**src/rtl/core/adc_ladder_button_event_fsm_top_defines.svh**
```systemverilog
`ifndef ADC_LADDER_BUTTON_EVENT_FSM_TOP_DEFINES_SVH
`define ADC_LADDER_BUTTON_EVENT_FSM_TOP_DEFINES_SVH

// checked only out of reset
`define ALBEF_ASSERT(lbl, prop, msg) \
  lbl: assert property (@(posedge clk_i) disable iff (!rst_ni) prop) else $error(msg);

// checked during reset too
`define ALBEF_ASSERT_ALWAYS(lbl, prop, msg) \
  lbl: assert property (@(posedge clk_i) prop) else $error(msg);

`endif

```
**src/rtl/core/albef_pkg.sv**
```systemverilog
package albef_pkg;

  localparam int LEVEL_W  = 13;
  localparam int MARGIN_W = 10;
  localparam int DEB_W    = 8;
  localparam int INTV_W   = 16;
  localparam int KEY_W    = 3;
  localparam int EVENT_W  = 3;
  localparam int REPEAT_W = 4;
  localparam int ADDR_W   = 5;
  localparam int DATA_W   = 32;
  localparam int MAX_WIN  = 4;

  localparam int QUEUE_DEPTH = 2;
  localparam int QPTR_W      = $clog2(QUEUE_DEPTH);
  localparam int QCNT_W      = $clog2(QUEUE_DEPTH + 1);

  typedef logic [LEVEL_W-1:0] level_t;
  typedef logic [KEY_W-1:0]   key_t;

  localparam level_t KEY_CENTER_RST [MAX_WIN] = '{13'd10, 13'd335, 13'd995, 13'd674};
  localparam logic [MARGIN_W-1:0] MARGIN_RST = 10'd100;
  localparam logic [DEB_W-1:0]    DEB_RST    = 8'd2;
  localparam logic [INTV_W-1:0]   LONG_RST   = 16'd75;
  localparam logic [INTV_W-1:0]   DOUBLE_RST = 16'd10;

  localparam logic [2:0] REG_KEY1   = 3'd0;
  localparam logic [2:0] REG_MARGIN = 3'd4;
  localparam logic [2:0] REG_DEB    = 3'd5;
  localparam logic [2:0] REG_LONG   = 3'd6;
  localparam logic [2:0] REG_DOUBLE = 3'd7;

  localparam key_t KEY_NONE = 3'd0;

  typedef enum logic [EVENT_W-1:0] {
    EV_NONE       = 3'd0,
    EV_SHORT_DOWN = 3'd1,
    EV_SHORT_UP   = 3'd2,
    EV_LONG_START = 3'd3,
    EV_LONG_HOLD  = 3'd4,
    EV_LONG_UP    = 3'd5
  } event_e;

  typedef struct packed {
    logic [DEB_W-1:0]  debounce_lim;
    logic [INTV_W-1:0] long_lim;
    logic [INTV_W-1:0] double_interval_ticks;
  } timing_cfg_t;

  typedef struct packed {
    logic valid;
    key_t seen;
  } key_item_t;

endpackage

```
**src/rtl/core/albef_front.sv**
```systemverilog
module albef_front #(
  parameter int NUM_WIN = 4
) (
  input  albef_pkg::level_t                  adc_level_i,
  input  albef_pkg::level_t                  key_center_i [NUM_WIN],
  input  logic [albef_pkg::MARGIN_W-1:0]     window_margin_i,
  output albef_pkg::key_t                    key_seen_o
);

  localparam int SUM_W = albef_pkg::LEVEL_W + 1;

  logic [SUM_W-1:0] level_plus;
  logic [SUM_W-1:0] center_plus [NUM_WIN];
  logic [SUM_W-1:0] center_ext  [NUM_WIN];
  logic [NUM_WIN-1:0] hit;

  always_comb begin
    level_plus = SUM_W'(adc_level_i) + SUM_W'(window_margin_i);
    for (int i = 0; i < NUM_WIN; i++) begin
      center_ext[i]  = SUM_W'(key_center_i[i]);
      center_plus[i] = SUM_W'(key_center_i[i]) + SUM_W'(window_margin_i);
      hit[i] = (level_plus >= center_ext[i]) && (SUM_W'(adc_level_i) <= center_plus[i]);
    end
  end

  // first window wins
  always_comb begin
    key_seen_o = albef_pkg::KEY_NONE;
    for (int i = NUM_WIN - 1; i >= 0; i--) begin
      if (hit[i]) begin
        key_seen_o = albef_pkg::KEY_W'(i + 1);
      end
    end
  end

endmodule

```
**src/rtl/core/albef_queue.sv**
```systemverilog
module albef_queue (
  input  logic                  clk_i,
  input  logic                  rst_ni,
  input  logic                  push_i,
  input  albef_pkg::key_t       push_seen_i,
  input  logic                  pop_i,
  output logic                  full_o,
  output albef_pkg::key_item_t  head_o
);

  albef_pkg::key_t                  mem_q [albef_pkg::QUEUE_DEPTH];
  logic [albef_pkg::QPTR_W-1:0]     rd_ptr_q, rd_ptr_d;
  logic [albef_pkg::QPTR_W-1:0]     wr_ptr_q, wr_ptr_d;
  logic [albef_pkg::QCNT_W-1:0]     count_q, count_d;
  logic                             do_push;
  logic                             do_pop;

  assign full_o       = (count_q == albef_pkg::QCNT_W'(albef_pkg::QUEUE_DEPTH));
  assign head_o.valid = (count_q != '0);
  assign head_o.seen  = mem_q[rd_ptr_q];

  assign do_push = push_i && !full_o;
  assign do_pop  = pop_i && head_o.valid;

  always_comb begin
    rd_ptr_d = rd_ptr_q;
    wr_ptr_d = wr_ptr_q;
    count_d  = count_q;
    if (do_push) begin
      wr_ptr_d = (wr_ptr_q == albef_pkg::QPTR_W'(albef_pkg::QUEUE_DEPTH - 1)) ? '0
                                                                              : wr_ptr_q + 1'b1;
    end
    if (do_pop) begin
      rd_ptr_d = (rd_ptr_q == albef_pkg::QPTR_W'(albef_pkg::QUEUE_DEPTH - 1)) ? '0
                                                                              : rd_ptr_q + 1'b1;
    end
    if (do_push && !do_pop) begin
      count_d = count_q + 1'b1;
    end else if (do_pop && !do_push) begin
      count_d = count_q - 1'b1;
    end
  end

  always_ff @(posedge clk_i or negedge rst_ni) begin
    if (!rst_ni) begin
      rd_ptr_q <= '0;
      wr_ptr_q <= '0;
      count_q  <= '0;
    end else begin
      rd_ptr_q <= rd_ptr_d;
      wr_ptr_q <= wr_ptr_d;
      count_q  <= count_d;
    end
  end

  always_ff @(posedge clk_i) begin
    if (do_push) begin
      mem_q[wr_ptr_q] <= push_seen_i;
    end
  end

endmodule

```
**src/rtl/core/albef_back.sv**
```systemverilog
module albef_back #(
  parameter int TICK_BITS = 16
) (
  input  logic                          clk_i,
  input  logic                          rst_ni,
  input  albef_pkg::key_item_t          head_i,
  output logic                          pop_o,
  input  albef_pkg::timing_cfg_t        cfg_i,
  output logic                          out_valid_o,
  input  logic                          out_stall_i,
  output logic [albef_pkg::EVENT_W-1:0] event_res_o,
  output logic                          event_fired_o,
  output logic                          dbl_press_o,
  output albef_pkg::key_t               pressed_key_o,
  output albef_pkg::key_t               key_seen_o
);

  localparam int CMP_W = (TICK_BITS > albef_pkg::INTV_W) ? TICK_BITS : albef_pkg::INTV_W;

  typedef enum logic [1:0] {
    ST_IDLE,
    ST_DEBOUNCE,
    ST_PRESSED,
    ST_LONG
  } state_e;

  state_e                            state_q, state_d;
  logic [TICK_BITS-1:0]              tick_q, tick_d;
  logic [albef_pkg::REPEAT_W-1:0]    repeat_q, repeat_d;
  logic [albef_pkg::INTV_W-1:0]      window_q, window_d;
  albef_pkg::key_t                   held_q, held_d;
  albef_pkg::event_e                 event_q, event_d;
  albef_pkg::key_t                   code_q, code_d;
  logic                              fired_d;
  logic                              dbl_d;
  albef_pkg::key_t                   seen;

  logic                              out_valid_q;
  logic                              fired_q;
  logic                              dbl_q;
  albef_pkg::key_t                   seen_q;

  assign seen  = head_i.seen;
  assign pop_o = head_i.valid && (!out_valid_q || !out_stall_i);

  always_comb begin
    state_d  = state_q;
    tick_d   = tick_q;
    repeat_d = repeat_q;
    window_d = window_q;
    held_d   = held_q;
    event_d  = event_q;
    code_d   = code_q;
    fired_d  = 1'b0;
    dbl_d    = 1'b0;

    if (state_q != ST_IDLE) begin
      if (!(&tick_q)) begin
        tick_d = tick_q + 1'b1;
      end
    end else if (window_q != '0) begin
      window_d = window_q - 1'b1;
      if (window_d == '0) begin
        repeat_d = '0;
      end
    end

    case (state_q)
      ST_IDLE: begin
        if (seen != albef_pkg::KEY_NONE) begin
          tick_d  = '0;
          state_d = ST_DEBOUNCE;
          held_d  = seen;
        end else begin
          event_d = albef_pkg::EV_NONE;
        end
      end
      ST_DEBOUNCE: begin
        if (seen == held_q) begin
          if (CMP_W'(tick_d) >= CMP_W'(cfg_i.debounce_lim)) begin
            code_d   = seen;
            event_d  = albef_pkg::EV_SHORT_DOWN;
            fired_d  = 1'b1;
            state_d  = ST_PRESSED;
            repeat_d = repeat_d + 1'b1;
            dbl_d    = (repeat_d == albef_pkg::REPEAT_W'(2));
            window_d = cfg_i.double_interval_ticks;
          end
        end else begin
          event_d = albef_pkg::EV_NONE;
          state_d = ST_IDLE;
        end
      end
      ST_PRESSED: begin
        if (seen == held_q) begin
          if (CMP_W'(tick_d) >= CMP_W'(cfg_i.long_lim)) begin
            event_d  = albef_pkg::EV_LONG_START;
            fired_d  = 1'b1;
            repeat_d = '0;
            window_d = '0;
            state_d  = ST_LONG;
          end
        end else begin
          event_d = (event_q == albef_pkg::EV_SHORT_DOWN) ? albef_pkg::EV_SHORT_UP
                                                          : albef_pkg::EV_LONG_UP;
          fired_d = 1'b1;
          state_d = ST_IDLE;
        end
      end
      ST_LONG: begin
        if (seen == held_q) begin
          if (CMP_W'(tick_d) >= CMP_W'(cfg_i.long_lim)) begin
            event_d  = albef_pkg::EV_LONG_HOLD;
            fired_d  = 1'b1;
            repeat_d = '0;
            window_d = '0;
          end
        end else begin
          event_d = albef_pkg::EV_LONG_UP;
          fired_d = 1'b1;
          state_d = ST_IDLE;
        end
      end
      default: begin
        state_d = ST_IDLE;
      end
    endcase
  end

  always_ff @(posedge clk_i or negedge rst_ni) begin
    if (!rst_ni) begin
      state_q     <= ST_IDLE;
      tick_q      <= '0;
      repeat_q    <= '0;
      window_q    <= '0;
      held_q      <= albef_pkg::KEY_NONE;
      event_q     <= albef_pkg::EV_NONE;
      code_q      <= albef_pkg::KEY_W'(1);
      out_valid_q <= 1'b0;
      fired_q     <= 1'b0;
      dbl_q       <= 1'b0;
      seen_q      <= albef_pkg::KEY_NONE;
    end else if (pop_o) begin
      state_q     <= state_d;
      tick_q      <= tick_d;
      repeat_q    <= repeat_d;
      window_q    <= window_d;
      held_q      <= held_d;
      event_q     <= event_d;
      code_q      <= code_d;
      out_valid_q <= 1'b1;
      fired_q     <= fired_d;
      dbl_q       <= dbl_d;
      seen_q      <= seen;
    end else if (!out_stall_i) begin
      out_valid_q <= 1'b0;
    end
  end

  assign out_valid_o   = out_valid_q;
  assign event_res_o   = event_q;
  assign event_fired_o = fired_q;
  assign dbl_press_o   = dbl_q;
  assign pressed_key_o = code_q;
  assign key_seen_o    = seen_q;

endmodule

```
**src/rtl/core/adc_ladder_button_event_fsm_top.sv**
```systemverilog
// Resistor-ladder button decoder: each accepted transaction is one scan tick's calibrated
// reading; the block matches it against the key windows and steps the press machine,
// returning one result transaction per tick. A transaction is taken every clock unless the
// queue is full; window matches enter a two-entry queue, and the press machine writes its
// result into the output register; the queue lets input go on while a result is stalled.
// Users write registers over the APB port only while no tick is in flight; not enforced.
`include "adc_ladder_button_event_fsm_top_defines.svh"

module adc_ladder_button_event_fsm_top #(
  parameter int NUM_KEYS  = 4,
  parameter int TICK_BITS = 16
) (
  input  logic                              clk_i,
  input  logic                              rst_ni,
  input  logic                              in_valid_i,
  output logic                              in_stall_o,
  input  logic [albef_pkg::LEVEL_W-1:0]     adc_level_i,
  output logic                              out_valid_o,
  input  logic                              out_stall_i,
  output logic [albef_pkg::EVENT_W-1:0]     event_res_o,
  output logic                              event_fired_o,
  output logic                              dbl_press_o,
  output logic [albef_pkg::KEY_W-1:0]       pressed_key_o,
  output logic [albef_pkg::KEY_W-1:0]       key_seen_o,
  input  logic                              psel,
  input  logic                              penable,
  input  logic                              pwrite,
  input  logic [albef_pkg::ADDR_W-1:0]      paddr,
  input  logic [albef_pkg::DATA_W-1:0]      pwdata,
  output logic [albef_pkg::DATA_W-1:0]      prdata,
  output logic                              pready
);

  localparam int NUM_WIN = (NUM_KEYS < albef_pkg::MAX_WIN) ? NUM_KEYS : albef_pkg::MAX_WIN;

  albef_pkg::level_t                  center_q [NUM_WIN];
  logic [albef_pkg::MARGIN_W-1:0]     margin_q;
  albef_pkg::timing_cfg_t             timing_q;
  logic                               cfg_wr;
  logic [2:0]                         reg_idx;

  albef_pkg::key_t                    front_seen;
  albef_pkg::key_item_t               head;
  logic                               pop;
  logic                               q_full;

  assign pready  = 1'b1;
  assign cfg_wr  = psel && penable && pwrite;
  assign reg_idx = paddr[4:2];

  always_ff @(posedge clk_i or negedge rst_ni) begin
    if (!rst_ni) begin
      for (int i = 0; i < NUM_WIN; i++) begin
        center_q[i] <= albef_pkg::KEY_CENTER_RST[i];
      end
      margin_q                       <= albef_pkg::MARGIN_RST;
      timing_q.debounce_lim          <= albef_pkg::DEB_RST;
      timing_q.long_lim              <= albef_pkg::LONG_RST;
      timing_q.double_interval_ticks <= albef_pkg::DOUBLE_RST;
    end else if (cfg_wr) begin
      for (int i = 0; i < NUM_WIN; i++) begin
        if (reg_idx == 3'(albef_pkg::REG_KEY1 + i)) begin
          center_q[i] <= pwdata[albef_pkg::LEVEL_W-1:0];
        end
      end
      case (reg_idx)
        albef_pkg::REG_MARGIN: margin_q <= pwdata[albef_pkg::MARGIN_W-1:0];
        albef_pkg::REG_DEB:    timing_q.debounce_lim <= pwdata[albef_pkg::DEB_W-1:0];
        albef_pkg::REG_LONG:   timing_q.long_lim <= pwdata[albef_pkg::INTV_W-1:0];
        albef_pkg::REG_DOUBLE: timing_q.double_interval_ticks <= pwdata[albef_pkg::INTV_W-1:0];
        default: begin
        end
      endcase
    end
  end

  always_comb begin
    prdata = '0;
    for (int i = 0; i < NUM_WIN; i++) begin
      if (reg_idx == 3'(albef_pkg::REG_KEY1 + i)) begin
        prdata = albef_pkg::DATA_W'(center_q[i]);
      end
    end
    case (reg_idx)
      albef_pkg::REG_MARGIN: prdata = albef_pkg::DATA_W'(margin_q);
      albef_pkg::REG_DEB:    prdata = albef_pkg::DATA_W'(timing_q.debounce_lim);
      albef_pkg::REG_LONG:   prdata = albef_pkg::DATA_W'(timing_q.long_lim);
      albef_pkg::REG_DOUBLE: prdata = albef_pkg::DATA_W'(timing_q.double_interval_ticks);
      default: begin
      end
    endcase
  end

  albef_front #(
    .NUM_WIN(NUM_WIN)
  ) u_front (
    .adc_level_i    (adc_level_i),
    .key_center_i   (center_q),
    .window_margin_i(margin_q),
    .key_seen_o     (front_seen)
  );

  assign in_stall_o = q_full;

  albef_queue u_queue (
    .clk_i      (clk_i),
    .rst_ni     (rst_ni),
    .push_i     (in_valid_i),
    .push_seen_i(front_seen),
    .pop_i      (pop),
    .full_o     (q_full),
    .head_o     (head)
  );

  albef_back #(
    .TICK_BITS(TICK_BITS)
  ) u_back (
    .clk_i         (clk_i),
    .rst_ni        (rst_ni),
    .head_i        (head),
    .pop_o         (pop),
    .cfg_i         (timing_q),
    .out_valid_o   (out_valid_o),
    .out_stall_i   (out_stall_i),
    .event_res_o   (event_res_o),
    .event_fired_o (event_fired_o),
    .dbl_press_o   (dbl_press_o),
    .pressed_key_o (pressed_key_o),
    .key_seen_o    (key_seen_o)
  );

  `ALBEF_ASSERT(a_double_is_short_down, out_valid_o && dbl_press_o |-> event_fired_o && event_res_o == albef_pkg::EV_SHORT_DOWN, "double click without short down")
  `ALBEF_ASSERT(a_fired_has_event, out_valid_o && event_fired_o |-> event_res_o != albef_pkg::EV_NONE, "event fired with no event")
  `ALBEF_ASSERT(a_key_code_nonzero, out_valid_o |-> pressed_key_o != albef_pkg::KEY_NONE, "pressed key code is zero")
  `ALBEF_ASSERT_ALWAYS(a_full_means_blocked, in_stall_o |-> out_valid_o, "queue full while output empty")

endmodule
```
**config.mk**
```make
export PLATFORM = sky130hd
export DESIGN_NAME = adc_ladder_button_event_fsm_top
export DESIGN_NICKNAME = d
export VERILOG_FILES = /design/src/rtl/core/albef_pkg.sv /design/src/rtl/core/albef_front.sv /design/src/rtl/core/albef_queue.sv /design/src/rtl/core/albef_back.sv /design/src/rtl/core/adc_ladder_button_event_fsm_top.sv
export VERILOG_INCLUDE_DIRS = /design/src /design/src/rtl/core
export SDC_FILE = /design/constraint.sdc
export NUM_CORES = 1
export LEC_CHECK = 0
export BUFFER_PORTS_ARGS = -buffer_cell sky130_fd_sc_hd__buf_2
export CORE_ASPECT_RATIO = 0.9
export CORE_UTILIZATION = 45
export CTS_BUF_LIST = sky130_fd_sc_hd__clkbuf_4 sky130_fd_sc_hd__clkbuf_8
export CTS_CLUSTER_SIZE = 40
export DETAILED_ROUTE_END_ITERATION = 10
export PLACE_DENSITY_LB_ADDON = 0.3
export REMOVE_ABC_BUFFERS = 1
export SLEW_MARGIN = 20
export SYNTH_ARGS = -nofsm -noshare
export SYNTH_HDL_FRONTEND = slang
export SYNTH_SLANG_ARGS = --single-unit
```
**constraint.sdc**
```tcl
create_clock -name clk_i -period 4.6 [get_ports clk_i]
set_input_delay 0.69 -clock clk_i [delete_from_list [all_inputs] [get_ports clk_i]]
set_output_delay 0.69 -clock clk_i [all_outputs]
set_load 0.02 [all_outputs]
```
Word-level counts from Yosys, hierarchy flattened
Memory sizes are Yosys's and may differ from the RTL's.
Cells that the tools add are included.
{"block": "classes", "order_cmp": 10, "n_reduce_logical": 39, "n_addsub": 12, "eq_ne": 21, "mux": 60}
{"op": "2-to-1 mux 16 bit", "n": 10}
{"op": "case mux 32 bit (4 select lines)", "n": 1}
{"op": "2-to-1 mux 32 bit", "n": 3}
{"op": "adder 13 x 10 -> 14 bit", "n": 5}
{"op": ">= comparator 14 x 13 -> 1 bit", "n": 4}
{"op": "less-or-equal comparator 13 x 14 -> 1 bit", "n": 4}
{"op": "2-to-1 mux 3 bit", "n": 12}
{"op": "case mux 16 bit (2 select lines)", "n": 1}
{"op": "2-to-1 mux 4 bit", "n": 7}
{"op": "adder 16 x 1 -> 16 bit, second input constant", "n": 1}
{"op": ">= comparator 16 bit", "n": 1}
{"op": ">= comparator 16 x 8 -> 1 bit", "n": 1}
{"op": "zero test 16 bit", "n": 1}
{"op": "2-to-1 mux 2 bit", "n": 8}
{"op": "AND reduction 16 bit", "n": 1}
{"op": "AND reduction 2 bit", "n": 8}
{"op": "nonzero test 16 bit", "n": 1}
{"op": "subtractor 16 x 1 -> 16 bit, second input constant", "n": 1}
{"op": "2-to-1 mux 1 bit", "n": 13}
{"op": "2-to-1 mux 13 bit", "n": 1}
{"op": "equality test 3 bit, second input constant", "n": 4}
{"op": "case mux 3 bit (4 select lines)", "n": 1}
{"op": "logical AND 1 bit", "n": 11}
{"op": "AND reduction 5 bit", "n": 2}
{"op": "other kinds (25)", "n": 40}
{"block": "totals", "mem_bits_rw": 6, "memories": 1, "wordCells": 165, "reg_bits": 159, "out_inout_bits": 46}
{"name": "u_queue.mem_q", "depth": 2, "width": 3, "rd": 1, "rd_ports_with_merged_regs": 0, "write_ports": 1, "line_no": "albef_queue.sv:11", "text": "albef_pkg::key_t mem_q [albef_pkg::QUEUE_DEPTH];"}

Depth between registers and ports, before layout
{"block": "logic_depth", "word_depth": 10, "ltp_mapped": 19, "depth_no_buf": 19}

Hierarchy
From an unflattened synthesis, not the netlist that was laid out.
{"block": "unflattened", "hier_cells": 1478, "hier_area_um2": 14313.7}
{"mod": "adc_ladder_button_event_fsm_top", "instances": 1, "area_per_inst_um2": 4901.0, "cells_per_inst": 326, "seq_area_each_um2": 2588.7}
{"mod": "albef_front", "instances": 1, "area_per_inst_um2": 4895.9, "cells_per_inst": 638, "seq_area_each_um2": 0.0}
{"mod": "albef_back", "instances": 1, "area_per_inst_um2": 4092.7, "cells_per_inst": 486, "seq_area_each_um2": 1327.5}
{"mod": "albef_queue", "instances": 1, "area_per_inst_um2": 424.2, "cells_per_inst": 28, "seq_area_each_um2": 280.3}

Worst setup path after synthesis
OpenSTA, ideal clock, no wires.
{"block": "synth_timing", "path_kind": "register to register", "from": "register u_back.tick_q[4]", "to": "register u_back.window_q[15] (netlist bit)", "n_path_buf": 3, "setup_slack_ns": 0.262, "arrival_time_ns": 4.212, "t_required_ns": 4.474, "setup_ns": 0.126, "stages_incl_launch_ff": 19, "path_cell_list": "dfrtp_1 > buf_2 > nand3_4 > nor4_4 > and3_4 > nor2b_1 > nor2_1 > mux2_2 > ha_1 > o21ai_0 > a21oi_1 > or3_1 > a21oi_1 > or4b_4 > o2111a_2 > and2_4 > buf_6 > buf_6 > a221o_1"}
{"block": "synth_between", "elab_chain_len": 7}
{"item": "start, declared", "line_no": "albef_back.sv:28", "text": "logic [TICK_BITS-1:0] tick_q, tick_d;"}
{"item": "start signal, assigned", "line_no": "albef_back.sv:145", "text": "tick_q <= tick_d;"}
{"item": "adder 16 x 1 -> 16 bit / AND reduction 16 bit (equally long branches)", "line_no": "albef_back.sv:59, albef_back.sv:58"}
{"item": "2-to-1 mux 16 bit", "line_no": "albef_back.sv:58", "text": "if (!(&tick_q)) begin"}
{"item": "2-to-1 mux 16 bit (*)", "line_no": "albef_back.sv:57", "text": "if (state_q != ST_IDLE) begin"}
{"item": ">= comparator 16 bit / >= comparator 16 x 8 -> 1 bit (equally long branches)", "line_no": "albef_back.sv:96, albef_back.sv:112, albef_back.sv:80"}
{"item": "2-to-1 mux 16 bit, on equally long branches", "line_no": "albef_back.sv:96, albef_back.sv:112, albef_back.sv:80"}
{"item": "2-to-1 mux 16 bit, on equally long branches", "line_no": "albef_back.sv:95, albef_back.sv:79"}
{"item": "case mux 16 bit (2 select lines) (*)", "line_no": "albef_back.sv:68", "text": "case (state_q)"}
{"item": "end signal, assigned", "line_no": "albef_back.sv:147", "text": "window_q <= window_d;"}
{"item": "end, declared", "line_no": "albef_back.sv:30", "text": "logic [albef_pkg::INTV_W-1:0] window_q, window_d;"}
Mark *: on every way between the ends. The rest lies on a longest branch, timed or not.
A chain may end at the register's enable or synchronous reset.

Final worst setup path
{"block": "layout_timing", "from": "register margin_q[0] (netlist bit)", "to": "memory u_queue.mem_q[1][1] (netlist bit) (data pin)"}
{"block": "layout_between", "elab_chain_len": 6}
{"item": "start, declared", "line_no": "adc_ladder_button_event_fsm_top.sv:37", "text": "logic [albef_pkg::MARGIN_W-1:0] margin_q;"}
{"item": "start signal, assigned", "line_no": "adc_ladder_button_event_fsm_top.sv:56", "text": "margin_q <= albef_pkg::MARGIN_RST;"}
{"item": "start signal, assigned", "line_no": "adc_ladder_button_event_fsm_top.sv:67", "text": "albef_pkg::REG_MARGIN: margin_q <= pwdata[albef_pkg::MARGIN_W-1:0];"}
{"item": "adder 13 x 10 -> 14 bit, on equally long branches", "line_no": "albef_front.sv:18, albef_front.sv:21"}
{"item": ">= comparator 14 x 13 -> 1 bit / less-or-equal comparator 13 x 14 -> 1 bit (equally long branches)", "line_no": "albef_front.sv:22", "text": "hit[i] = (level_plus >= center_ext[i]) && (SUM_W'(adc_level_i) <= center_plus[i]);"}
{"item": "logical AND 1 bit", "line_no": "albef_front.sv:22"}
{"item": "2-to-1 mux 3 bit (2 in a row)", "line_no": "albef_front.sv:30", "text": "if (hit[i]) begin"}
{"item": "2-to-1 mux 3 bit (*)", "line_no": "albef_front.sv:30"}
{"item": "named net front_seen[1]", "line_no": "adc_ladder_button_event_fsm_top.sv:42", "text": "albef_pkg::key_t front_seen;"}
{"item": "end, declared", "line_no": "albef_queue.sv:11"}
Mark *: on every way through the listed nets, which the timed path passes. The rest lies on a longest branch.

==> impl_metrics.csv <==
group,metric,value,unit
timing,min_period,4430,ps
floorplan,dieArea,0.0313,mm²
placement,dp_hpwl,30.1,mm
outcome,status,"finished clean",
setup_path,worstSetupEndpointType,"register",
cts,cts_hold_buf,0,
timing,clock.fmax,0.226,GHz
synthesis,yosysTopAreaCell,"dfrtp_1",
cts,cts_buffers,17,
synthesis,async_reset_ff_share,96.4,%
synthesis,synthCells,1502,
timing,tightest_slew,1040,ps
cts,clock_path_buffers,2,
cts,cts_tree,"done",
synthesis,yosys_warnings,0,
synthesis,avgSynthCellArea,9.15,µm²
detailed_routing,viasPerCell,5.74,
pwr,power.switching,3.34,mW
pwr,ir_drop,0.000305,V
global_route,grt_pass1_wl,62.3,mm
cts,cts_sinks,165,
pwr,power.share.clock,15.1,%
synthesis,synth_seq_cells,165,
detailed_routing,drt-total-wl,38.7,mm
synthesis,ys_seq_area_share,30.5,%
timing,fin_crit_sh,96.2,%
detailed_routing,drt_iter0_drc,902,
setup_path,cp_max_fo,6,
floorplan,start_util,45.9,%
cts,cts.clk_slew.worst_paths,100,ps
synthesis,netlist_area,0.0137,mm²
synthesis,synth_edf_count,6,
cells_and_area,drive_gt1_share,19.5,%
pwr,power.density,484,mW/mm²
detailed_routing,ant_nets,0,
pwr,total_power,7.44,mW
pwr,power_leakage,7.19,nW
pwr,comb_power_share,55.1,%
setup_path,criticalPathCategory,"reg -> reg",
synthesis,synthDistinctLibCells,84,
floorplan,num_rows,60,
pwr,p_seq_share,29.8,%
floorplan,io_pins,103,
timing,drv_slew,0,
pwr,intPower,4.11,mW
setup_path,startpoint_type,"register",
cells_and_area,n_fill_cell,2779,
global_route,grt_usage,25.8,%
cts,htreeDepth,4,
cts,insertion_delay,480,ps
timing,skew,17.9,ps
global_route,grt_max_degree,100,
global_route,grt_pass1_vias,11100,
setup_path,worstPathRequired,4930,ps
synthesis,yosys.area.top_type_share,23.5,%
setup_path,arrival,4760,ps
floorplan,die_x,186,µm
floorplan,core_area,0.0300,mm²
global_route,grt-ovfl-total,0,
cts,cts-root-buf,"clkbuf_8",
placement,post_dp_cell_area,0.0149,mm²
cells_and_area,nets,1857,
pwr,netSwitchingFraction,44.8,%
synthesis,ys.flop_type,"dfrtp_1",
detailed_routing,avgRoutedWirePerCell,19.1,µm
synthesis,ys_top_cells_by_area,"dfrtp_1, ha_1, dfstp_2, o21ai_0, mux2_2",
worst_hold_path,min_path_type,"in -> async",
timing,relSlewSlack,30.7,%
floorplan,die_y,168,µm
cells_and_area,syn_to_final_growth,11.9,%
cells_and_area,fin_area,0.0154,mm²
timing,setup_violations,0,
detailed_routing,num_vias,11600,
placement,gp_congestion,0.934,
placement,port_buffers,67,
detailed_routing,drc,0,
detailed_routing,drtPass1Iterations,5,
job,maxCapViolations,0,
global_route,grt_antenna_before_repair,1,
timing,hold_violations,0,
## layout by cell type (no fill, tap or decap), types with 16 or more instances in the layout
cell type	n
ha_1	184
nand2_1	131
o21ai_0	130
dfrtp_1	126
inv_1	125
nor2_1	84
a21oi_1	81
buf_4	70
buf_2	66
mux2_2	55
xnor2_1	39
nor3_1	36
dfstp_2	30
a21o_1	26
nand3_1	24
xor2_1	21
mux4_2	21
nand4_1	20
o21a_1	18
o31ai_1	18
conb_1	17
clkbuf_8	17
nand2b_1	16
## synthesized netlist by cell type, types with 18 or more instances
library cell	n
nand2_1	131
mux4_2	21
nand4_1	20
mux2_2	55
o21a_1	18
ha_1	184
nand3_1	25
xor2_1	21
xnor2_1	39
nor3_1	36
a21oi_1	84
clkbuf_1	39
nor2_1	86
o21ai_0	135
inv_1	125
a21o_1	26
o31ai_1	18
dfstp_2	30
dfrtp_1	129
## metal layers
layer | share of wire [%] | global-route usage, % | routed length (µm) | vias up
met4 | 1.6 | 5.67 | 632 | 0
met1 | 48 | 38.0 | 18500 | 5609
met3 | 5.6 | 3.53 | 2150 | 45
met5 | 0 | 0 | 0 | -
li1 | - | - | - | 5686
met2 | 45 | 40.0 | 17400 | 308
## logic make-up (layout without fill, tap and decap cells)
group	after synthesis	count (layout)	synth area share, %
AOI/OAI and AO/OA	410	410	19.3
and+or+nand+nor	398	398	14.3
buffers and inverters	191	298	5.81
adders and majority gates	189	189	17.5
DFF	165	165	30.5
muxes	87	87	8.75
xor gates and xnor gates	60	60	3.82
other	2	18	0.0546
## critical path, cell delays in order, from the launching register on
cell and delay [ps]:
dfrtp_1 470, ha_1 230, inv_1 70, fa_1 190, nor2b_1 60, o21ai_0 220
a21oi_1 160, o21ai_1 180, a21oi_1 120, o21ai_1 220, or4b_2 610, o311a_1 150
ha_1 190, a21o_1 150, a21o_1 190, a2111oi_1 340, nor4_1 110, buf_4 180
o21ai_1 240, and2_1 210
## final timing paths
kind	from	end	slack, ps	cells past startpoint
max in group asynchronous	rst_ni	timing_q[16]	3340	2
worst min register to register	u_back.key_seen_o[0]	u_back.key_seen_o[0]	490	2
worst max register to register	margin_q[0]	u_queue.mem_q[1][1]	170	19
worst min-delay path	rst_ni	u_back.key_seen_o[1]	330	1
min in group clk_i	pwdata[13]	timing_q[29]	420	3
worst max-delay path	margin_q[0]	u_queue.mem_q[1][1]	170	19
## what timing repair did
| action | 4_1_cts | 5_1_grt |
|---|---|---|
| gates resized for setup | 1 | 22 |
| pin swaps | 0 | 1 |
| buffers inserted | 0 | 3 |
| endpoints found under the hold margin | 0 | 0 |
| endpoints found under the setup margin | 2 | 27 |
## stage by stage
stage | utilization [%] | std cells | hold WS [ps] | worst slack, ps | setup TNS [ps]
after detailed placement | 49.7 | 1992 | 468 | -203 | -509
after CTS | 51.0 | 2024 | 347 | 11.1 | 0
after global routing | 51.4 | 2027 | 398 | -15.2 | -29.8
after floorplan | - | 1453 | 394 | 313 | 0
final | 51.4 | 2028 | 332 | 173 | 0
after global placement | 49.7 | 1992 | 461 | -104 | -207
## final cells by class
type                    count  area [µm²]  area share, %
clock inverters            14         168           1.09
repair buffers            139         907           5.89
flip-flops and latches    165        4200           27.3
multi-input cells        1161        8890           57.8
well taps                 403         504           3.28
clock buffers              18         241           1.57
inverters                 127         477           3.10
diodes                      1        2.50         0.0163
## state kept, by name (all words and copies together) (netlist names)
register              cells
center_q                 52
margin_q                 10
timing_q                 40
u_back.dbl_press_o        1
u_back.event_fired_o      1
u_back.event_res_o        3
u_back.held_q             3
u_back.key_seen_o         3
u_back.out_valid_o        1
u_back.pressed_key_o      3
u_back.repeat_q           4
u_back.state_q            2
u_back.tick_q            16
u_back.window_q          16
u_queue.count_q           2
u_queue.mem_q             6
u_queue.rd_ptr_q          1
u_queue.wr_ptr_q          1
## power groups by stage
stage / clock network (mW) / logic, mW / registers, mW
5_1_grt: 1.20 / 4.60 / 2.26
6_report: 1.12 / 4.10 / 2.22
4_1_cts: 1.15 / 4.01 / 2.21
2_1_floorplan: 0 / 2.74 / 2.12
3_5_place_dp: 0 / 3.97 / 2.24
3_3_place_gp: 0 / 3.87 / 2.23
Power figures use the tool's default switching activity.
